File: config.mk
export PLATFORM = sky130hd
export DESIGN_NAME = overlap_linear_seam_blend_core
export DESIGN_NICKNAME = d
export VERILOG_FILES = /design/src/hdl/olsb_pkg.sv /design/src/hdl/olsb_div_stage.sv /design/src/hdl/overlap_linear_seam_blend_core.sv
export SDC_FILE = /design/constraint.sdc
export NUM_CORES = 2
export LEC_CHECK = 0
export BUFFER_PORTS_ARGS = -buffer_cell sky130_fd_sc_hd__buf_4
export CAP_MARGIN = 25
export CORE_MARGIN = 4
export CORE_UTILIZATION = 56
export CTS_BUF_LIST = sky130_fd_sc_hd__clkbuf_8 sky130_fd_sc_hd__clkbuf_16
export CTS_CLUSTER_SIZE = 40
export DETAILED_ROUTE_END_ITERATION = 10
export GPL_TIMING_DRIVEN = 0
export PLACE_DENSITY_LB_ADDON = 0.05
export SYNTH_ARGS = -nofsm -noshare
export SYNTH_HDL_FRONTEND = slang
export SYNTH_HIERARCHICAL = 1
export SYNTH_SLANG_ARGS = --single-unit
File: constraint.sdc
create_clock -name aclk -period 5.35 [get_ports aclk]
set_input_delay 0.2675 -clock aclk [delete_from_list [all_inputs] [get_ports aclk]]
set_output_delay 0.2675 -clock aclk [all_outputs]
set_load 0.1 [all_outputs]
File: src/hdl/olsb_pkg.sv
`default_nettype none
package olsb_pkg;

    localparam int COORD_W = 13;
    localparam int POS_W   = 12;
    localparam int PIX_W   = 24;
    localparam int CH_W    = 8;
    localparam int N_CH    = 3;
    localparam int NUM_W   = 20;
    localparam int CFG_IDX_W = 3;

    typedef enum logic [CFG_IDX_W-1:0] {
        REG_LEFT   = 3'd0,
        REG_TOP    = 3'd1,
        REG_RIGHT  = 3'd2,
        REG_BOTTOM = 3'd3
    } cfg_reg_t;

    // pixel taken when no blend is needed, plus flags
    typedef struct packed {
        logic [PIX_W-1:0] pix;
        logic             in_overlap;
        logic             blend;
    } side_t;

    typedef struct packed {
        logic [N_CH-1:0][NUM_W-1:0] rem;
        logic [N_CH-1:0][CH_W-1:0]  quot;
        logic [NUM_W-1:0]           dsh;
        side_t                      side;
    } div_t;

endpackage
`default_nettype wire

File: src/hdl/olsb_div_stage.sv
`default_nettype none
// Two quotient bits per channel per stage, restoring form with a shifting divisor.
module olsb_div_stage (
    input  wire                 aclk,
    input  wire                 aresetn,
    input  wire                 in_valid,
    output logic                in_ready,
    input  wire olsb_pkg::div_t in_data,
    output logic                out_valid,
    input  wire                 out_ready,
    output olsb_pkg::div_t      out_data
);

    logic             valid_reg;
    olsb_pkg::div_t   data_reg;
    olsb_pkg::div_t   data_next;

    logic [olsb_pkg::N_CH-1:0][olsb_pkg::NUM_W-1:0] r1;
    logic [olsb_pkg::N_CH-1:0][olsb_pkg::NUM_W-1:0] r2;
    logic [olsb_pkg::N_CH-1:0]                      b1;
    logic [olsb_pkg::N_CH-1:0]                      b0;
    logic [olsb_pkg::NUM_W-1:0]                     d1;

    assign in_ready = !valid_reg || out_ready;

    always_comb begin
        d1 = in_data.dsh >> 1;
        data_next = in_data;
        for (int c = 0; c < olsb_pkg::N_CH; c++) begin
            b1[c] = in_data.rem[c] >= in_data.dsh;
            r1[c] = b1[c] ? in_data.rem[c] - in_data.dsh : in_data.rem[c];
            b0[c] = r1[c] >= d1;
            r2[c] = b0[c] ? r1[c] - d1 : r1[c];
            data_next.rem[c]  = r2[c];
            data_next.quot[c] = {in_data.quot[c][olsb_pkg::CH_W-3:0], b1[c], b0[c]};
        end
        data_next.dsh = in_data.dsh >> 2;
    end

    always_ff @(posedge aclk) begin
        if (!aresetn) begin
            valid_reg <= 1'b0;
        end else if (in_ready) begin
            valid_reg <= in_valid;
        end
    end

    always_ff @(posedge aclk) begin
        if (in_ready && in_valid) begin
            data_reg <= data_next;
        end
    end

    assign out_valid = valid_reg;
    assign out_data  = data_reg;

endmodule
`default_nettype wire

File: src/hdl/overlap_linear_seam_blend_core.sv
`default_nettype none
// Channel  Dir  Handshake             Payload
// s_       in   s_tvalid/s_tready     col, row, reference, warped, current pixel
// m_       out  m_tvalid/m_tready     blended pixel (tdata), in_overlap (tuser)
// cfg_     in   cfg_valid/cfg_ready   register index, 13-bit value
//
// One pixel per clock while m_tready is held high; stages are region check,
// weight multiply, four radix-4 divider stages and the output register.
// Each stage holds its own valid bit and fills bubbles, so a stalled output
// holds data in place; nothing is dropped or repeated.
// Synchronous active-low reset clears valid bits and the region registers.
module overlap_linear_seam_blend_core #(
    parameter int MAX_IMAGE_DIM = 4096
) (
    input  wire         aclk,
    input  wire         aresetn,
    input  wire         s_tvalid,
    output logic        s_tready,
    // [11:0] pixel_col, [23:12] pixel_row, [47:24] reference_pixel,
    // [71:48] warped_pixel, [95:72] current_pixel
    input  wire  [95:0] s_tdata,
    output logic        m_tvalid,
    input  wire         m_tready,
    // [23:0] blended_pixel
    output logic [23:0] m_tdata,
    // [0] in_overlap
    output logic [0:0]  m_tuser,
    input  wire         cfg_valid,
    output logic        cfg_ready,
    input  wire  [olsb_pkg::CFG_IDX_W-1:0] cfg_index,
    input  wire  [olsb_pkg::COORD_W-1:0]   cfg_data
);

    localparam int CW = olsb_pkg::COORD_W;
    localparam int PW = olsb_pkg::PIX_W;
    localparam int HW = olsb_pkg::CH_W;
    localparam int NW = olsb_pkg::NUM_W;
    localparam int NC = olsb_pkg::N_CH;
    localparam int NSTAGE = 4;

    // ---------------- configuration ----------------
    logic [CW-1:0] left_reg, top_reg, right_reg, bottom_reg;
    logic [CW-1:0] cfg_sat;

    assign cfg_ready = 1'b1;

    always_comb begin
        if (32'(cfg_data) > MAX_IMAGE_DIM) begin
            cfg_sat = CW'(MAX_IMAGE_DIM);
        end else begin
            cfg_sat = cfg_data;
        end
    end

    always_ff @(posedge aclk) begin
        if (!aresetn) begin
            left_reg   <= '0;
            top_reg    <= '0;
            right_reg  <= '0;
            bottom_reg <= '0;
        end else if (cfg_valid && cfg_ready) begin
            unique case (cfg_index)
                olsb_pkg::REG_LEFT:   left_reg   <= cfg_sat;
                olsb_pkg::REG_TOP:    top_reg    <= cfg_sat;
                olsb_pkg::REG_RIGHT:  right_reg  <= cfg_sat;
                olsb_pkg::REG_BOTTOM: bottom_reg <= cfg_sat;
                default: ;
            endcase
        end
    end

    // ---------------- handshake chain ----------------
    logic s1_valid_reg, s2_valid_reg, out_valid_reg;
    logic en1, en2, en_out;
    logic [NSTAGE:0] dv_valid;
    logic [NSTAGE:0] dv_ready;
    olsb_pkg::div_t  dv_data [NSTAGE+1];

    assign en_out   = !out_valid_reg || m_tready;
    assign en2      = !s2_valid_reg || dv_ready[0];
    assign en1      = !s1_valid_reg || en2;
    assign s_tready = en1;

    // ---------------- stage 1: region check and weights ----------------
    logic [CW-1:0] col_in, row_in;
    logic [PW-1:0] ref_in, warp_in, cur_in;
    logic          inside_in;

    assign col_in  = {1'b0, s_tdata[11:0]};
    assign row_in  = {1'b0, s_tdata[23:12]};
    assign ref_in  = s_tdata[47:24];
    assign warp_in = s_tdata[71:48];
    assign cur_in  = s_tdata[95:72];

    assign inside_in = (right_reg > left_reg) && (col_in >= left_reg) &&
                       (col_in < right_reg) && (row_in >= top_reg) &&
                       (row_in < bottom_reg);

    logic [PW-1:0]   s1_ref_reg, s1_warp_reg;
    logic [CW-1:0]   s1_wr_reg, s1_ww_reg, s1_den_reg;
    olsb_pkg::side_t s1_side_reg;
    olsb_pkg::side_t s1_side_next;

    always_comb begin
        s1_side_next.in_overlap = inside_in;
        s1_side_next.blend      = 1'b0;
        if (!inside_in) begin
            s1_side_next.pix = cur_in;
        end else if (warp_in == '0) begin
            s1_side_next.pix = ref_in;
        end else if (ref_in == '0) begin
            s1_side_next.pix = warp_in;
        end else begin
            s1_side_next.pix   = cur_in;
            s1_side_next.blend = 1'b1;
        end
    end

    always_ff @(posedge aclk) begin
        if (!aresetn) begin
            s1_valid_reg <= 1'b0;
        end else if (en1) begin
            s1_valid_reg <= s_tvalid;
        end
    end

    always_ff @(posedge aclk) begin
        if (en1 && s_tvalid) begin
            s1_ref_reg  <= ref_in;
            s1_warp_reg <= warp_in;
            s1_wr_reg   <= right_reg - col_in;
            s1_ww_reg   <= col_in - left_reg;
            s1_den_reg  <= right_reg - left_reg;
            s1_side_reg <= s1_side_next;
        end
    end

    // ---------------- stage 2: weighted sums ----------------
    logic [NC-1:0][NW:0] prod_r, prod_w, sum_rw;
    olsb_pkg::div_t      s2_data_reg;
    olsb_pkg::div_t      s2_data_next;

    always_comb begin
        s2_data_next = '0;
        for (int c = 0; c < NC; c++) begin
            prod_r[c] = {{(NW+1-HW){1'b0}}, s1_ref_reg[c*HW +: HW]} *
                        {{(NW+1-CW){1'b0}}, s1_wr_reg};
            prod_w[c] = {{(NW+1-HW){1'b0}}, s1_warp_reg[c*HW +: HW]} *
                        {{(NW+1-CW){1'b0}}, s1_ww_reg};
            sum_rw[c] = prod_r[c] + prod_w[c];
            s2_data_next.rem[c] = sum_rw[c][NW-1:0];
        end
        // quotient fits in one byte: start with the divisor at bit 7
        s2_data_next.dsh  = {s1_den_reg, {(NW-CW){1'b0}}};
        s2_data_next.side = s1_side_reg;
    end

    always_ff @(posedge aclk) begin
        if (!aresetn) begin
            s2_valid_reg <= 1'b0;
        end else if (en2) begin
            s2_valid_reg <= s1_valid_reg;
        end
    end

    always_ff @(posedge aclk) begin
        if (en2 && s1_valid_reg) begin
            s2_data_reg <= s2_data_next;
        end
    end

    // ---------------- divider stages ----------------
    assign dv_valid[0] = s2_valid_reg;
    assign dv_data[0]  = s2_data_reg;
    assign dv_ready[NSTAGE] = en_out;

    for (genvar g = 0; g < NSTAGE; g++) begin : g_div
        olsb_div_stage u_stage (
            .aclk      (aclk),
            .aresetn   (aresetn),
            .in_valid  (dv_valid[g]),
            .in_ready  (dv_ready[g]),
            .in_data   (dv_data[g]),
            .out_valid (dv_valid[g+1]),
            .out_ready (dv_ready[g+1]),
            .out_data  (dv_data[g+1])
        );
    end

    // ---------------- output register ----------------
    logic [PW-1:0] out_pix_reg;
    logic          out_ovl_reg;
    logic [PW-1:0] out_pix_next;

    always_comb begin
        if (dv_data[NSTAGE].side.blend) begin
            out_pix_next = dv_data[NSTAGE].quot;
        end else begin
            out_pix_next = dv_data[NSTAGE].side.pix;
        end
    end

    always_ff @(posedge aclk) begin
        if (!aresetn) begin
            out_valid_reg <= 1'b0;
        end else if (en_out) begin
            out_valid_reg <= dv_valid[NSTAGE];
        end
    end

    always_ff @(posedge aclk) begin
        if (en_out && dv_valid[NSTAGE]) begin
            out_pix_reg <= out_pix_next;
            out_ovl_reg <= dv_data[NSTAGE].side.in_overlap;
        end
    end

    assign m_tvalid   = out_valid_reg;
    assign m_tdata    = out_pix_reg;
    assign m_tuser[0] = out_ovl_reg;

endmodule
`default_nettype wire

==> reports/metrics.yaml <==
placement:
  dp_hpwl_mm: 166
  place.gp.congestion: 0.952
  io_buffers: 143
run_status:
  outcome: "complete, but fails checks"
  violations: "setup timing"
synth:
  syn-cell-area_sq_mm: 0.0702
  ys_warn_count: 6
  synth_cells: 7193
  syn_avg_cell_area_sq_um: 9.76
floorplanning:
  die-width_um: 362
  initial_utilization_pct: 56.6
  io_pins: 145
  row_count: 129
  dieHeight_um: 362
  die-area_sq_mm: 0.131
  core_sq_mm: 0.124
detailed_routing:
  drtPass1Iterations: 6
  viasPerCell: 5.91
  finalWirelength_mm: 223
  wl_per_cell_um: 22.8
  ant_nets: 0
  num_vias: 57710
  drt-initial-drc-count: 4154
  detail_route.drc_violations: 0
global_route:
  grt_pass1_vias: 57051
  antenna_found_initial: 4
  grt_max_degree: 69
  track_usage_pct: 33.0
  grt_pass1_wl_mm: 331
  overflow: 0
critical_path:
  crit_required_ns: 5.74
  r2r_cells: 19
  r2r_end: "dv_data[629]"
  setup.worst_path.start: "s1_warp_reg[11]"
  timing.rr.start: "s1_warp_reg[11]"
  worstSetupEndpointType: "register"
  start_kind: "register"
  crit_path_end: "dv_data[629]"
  path_max_fanout: 2
  r2r_slack_ns: -1.01
  worstSetupPathType: "reg -> reg"
  cp_data_arrival_time_ns: 6.75
clocking:
  clock-sinks: 694
  htreeDepth: 3
  cts_root_buf: "clkbuf_16"
  clockBufferDepth: 3
  cts_tree: "done"
  clk_transition_reported_paths_ns: 0.06
  cts-buffers-inserted: 77
  clk_latency_ns: 0.69
timing:
  setup_viol: 133
  fin_skew_ns: 0.0333
  holdWs_ns: 0.0596
  finalHoldViolations: 0
  fin_crit_sh_pct: 119
  tightestPinTransition_ns: 0.963
  finalCriticalPeriod_ns: 6.36
  fmax_mhz: 157
  slew_viol_final: 0
  slew_headroom_pct: 35.7
  postLayoutSetupSlackWorst_ns: -1.01
  rsz0062_at_grt: "true"
worst_hold_path:
  hp-class: "in -> reg"
cells_and_area:
  largest_reg_flops: 398
  syn_to_final_growth_pct: 22.9
  finalNetCount: 9424
  drive_gt1_share_pct: 22.6
run:
  maxCapViolations: 0
==> cell usage in the layout, fill, tap and decap left out, types with 32 or more instances in the layout <==
| master | instances |
|---|---|
| a21boi_0 | 72 |
| nor3_1 | 85 |
| a21oi_1 | 360 |
| a21oi_2 | 54 |
| fa_1 | 492 |
| dlygate4sd3_1 | 85 |
| buf_6 | 107 |
| dfxtp_1 | 59 |
| o21a_1 | 83 |
| a211oi_1 | 33 |
| nand4_1 | 64 |
| a21o_1 | 171 |
| and3_1 | 38 |
| and2_1 | 320 |
| clkbuf_1 | 40 |
| o22a_1 | 44 |
| clkinvlp_4 | 51 |
| xor2_1 | 133 |
| buf_4 | 604 |
| inv_1 | 783 |
| o21bai_1 | 41 |
| nand2b_1 | 57 |
| a31oi_1 | 36 |
| nand3_1 | 90 |
| nand2_1 | 751 |
| ha_4 | 85 |
| edfxtp_1 | 635 |
| o211ai_1 | 32 |
| clkbuf_16 | 84 |
| nor2b_1 | 74 |
| nor2_1 | 291 |
| mux2_2 | 128 |
| o21ai_0 | 220 |
| xnor2_1 | 267 |
| mux2_4 | 105 |
| o21ai_2 | 46 |
| ha_1 | 613 |
==> worst max-delay path: stages (launching register included) <==
cell and delay (ns):
edfxtp_1 0.56, buf_6 0.21, and2_4 0.15, fa_1 0.50, inv_1 0.05, fa_1 0.51
inv_2 0.05, fa_2 0.55, fa_2 0.45, fa_1 0.49, fa_1 0.59, ha_4 0.21
o21a_1 0.17, o21a_2 0.23, a31oi_4 0.26, nor3_4 0.06, or4_4 0.43, a31o_1 0.25
a21oi_2 0.17, xnor2_2 0.16
==> worst min-delay path by stage <==
| stage | to | startpoint | slack, ns | cells past startpoint |
|---|---|---|---|---|
| final | top_reg[1] | cfg_data[1] | 0.06 | 4 |
| after global routing | s1_wr_reg[1] | s_tdata[1] | 0.05 | 3 |
| after CTS | left_reg[11] | cfg_data[11] | 0.001 | 4 |
| after detailed placement | dv_data[520] | s1_side_reg[0] | 0.40 | 0 |
| after global placement | dv_data[521] | s1_side_reg[1] | 0.40 | 0 |
| after floorplan | s1_ref_reg[0] | s_tdata[24] | 0.37 | 0 |
==> cell type report <==
type / instances / area, sq um
Clock buffer: 81 / 1980
Buffer: 198 / 1670
Antenna cell: 2 / 5.00
Sequential cell: 694 / 20200
Clock inverter: 58 / 528
Tap cell: 1637 / 2050
Inverter: 844 / 3370
Multi-Input combinational cell: 5460 / 49500
Timing Repair Buffer: 793 / 7030
Fill cell: 9415 / 37800
==> routing by layer <==
| layer | global-route usage, % | vias up | wire length, um |
|---|---|---|---|
| li1 | - | 26730 | - |
| met1 | 38.7 | 28105 | 83600 |
| met2 | 55.9 | 2141 | 105000 |
| met3 | 4.54 | 734 | 12900 |
| met4 | 23.7 | 0 | 20700 |
| met5 | 0 | - | 0 |
==> per-stage QoR <==
stage	cell area (sq um)	instances	setup TNS [ns]	util, %	worst slack (ns)
2_1_floorplan	70800	7212	-2.48	-	-0.389
3_3_place_gp	73900	8992	-309.27	59.5	-1.81
3_5_place_dp	74100	9001	-228.11	59.7	-1.81
4_1_cts	83400	9621	-53.20	67.2	-0.953
5_1_grt	86300	9765	-63.29	69.6	-1.10
6_report	86300	9767	-41.49	69.6	-1.01
==> what timing repair did <==
action | CTS | global route
hold endpoints to repair | 109 | 0
resized for setup | 683 | 481
setup buffers | 391 | 181
cloned | 11 | 2
setup endpoints to repair | 228 | 221
pin swaps | 195 | 262
hold buffers | 85 | 0
Power is left out: the tool's default activity adds up to more than one toggle a clock period on the data nets, which glitch-free logic cannot reach.
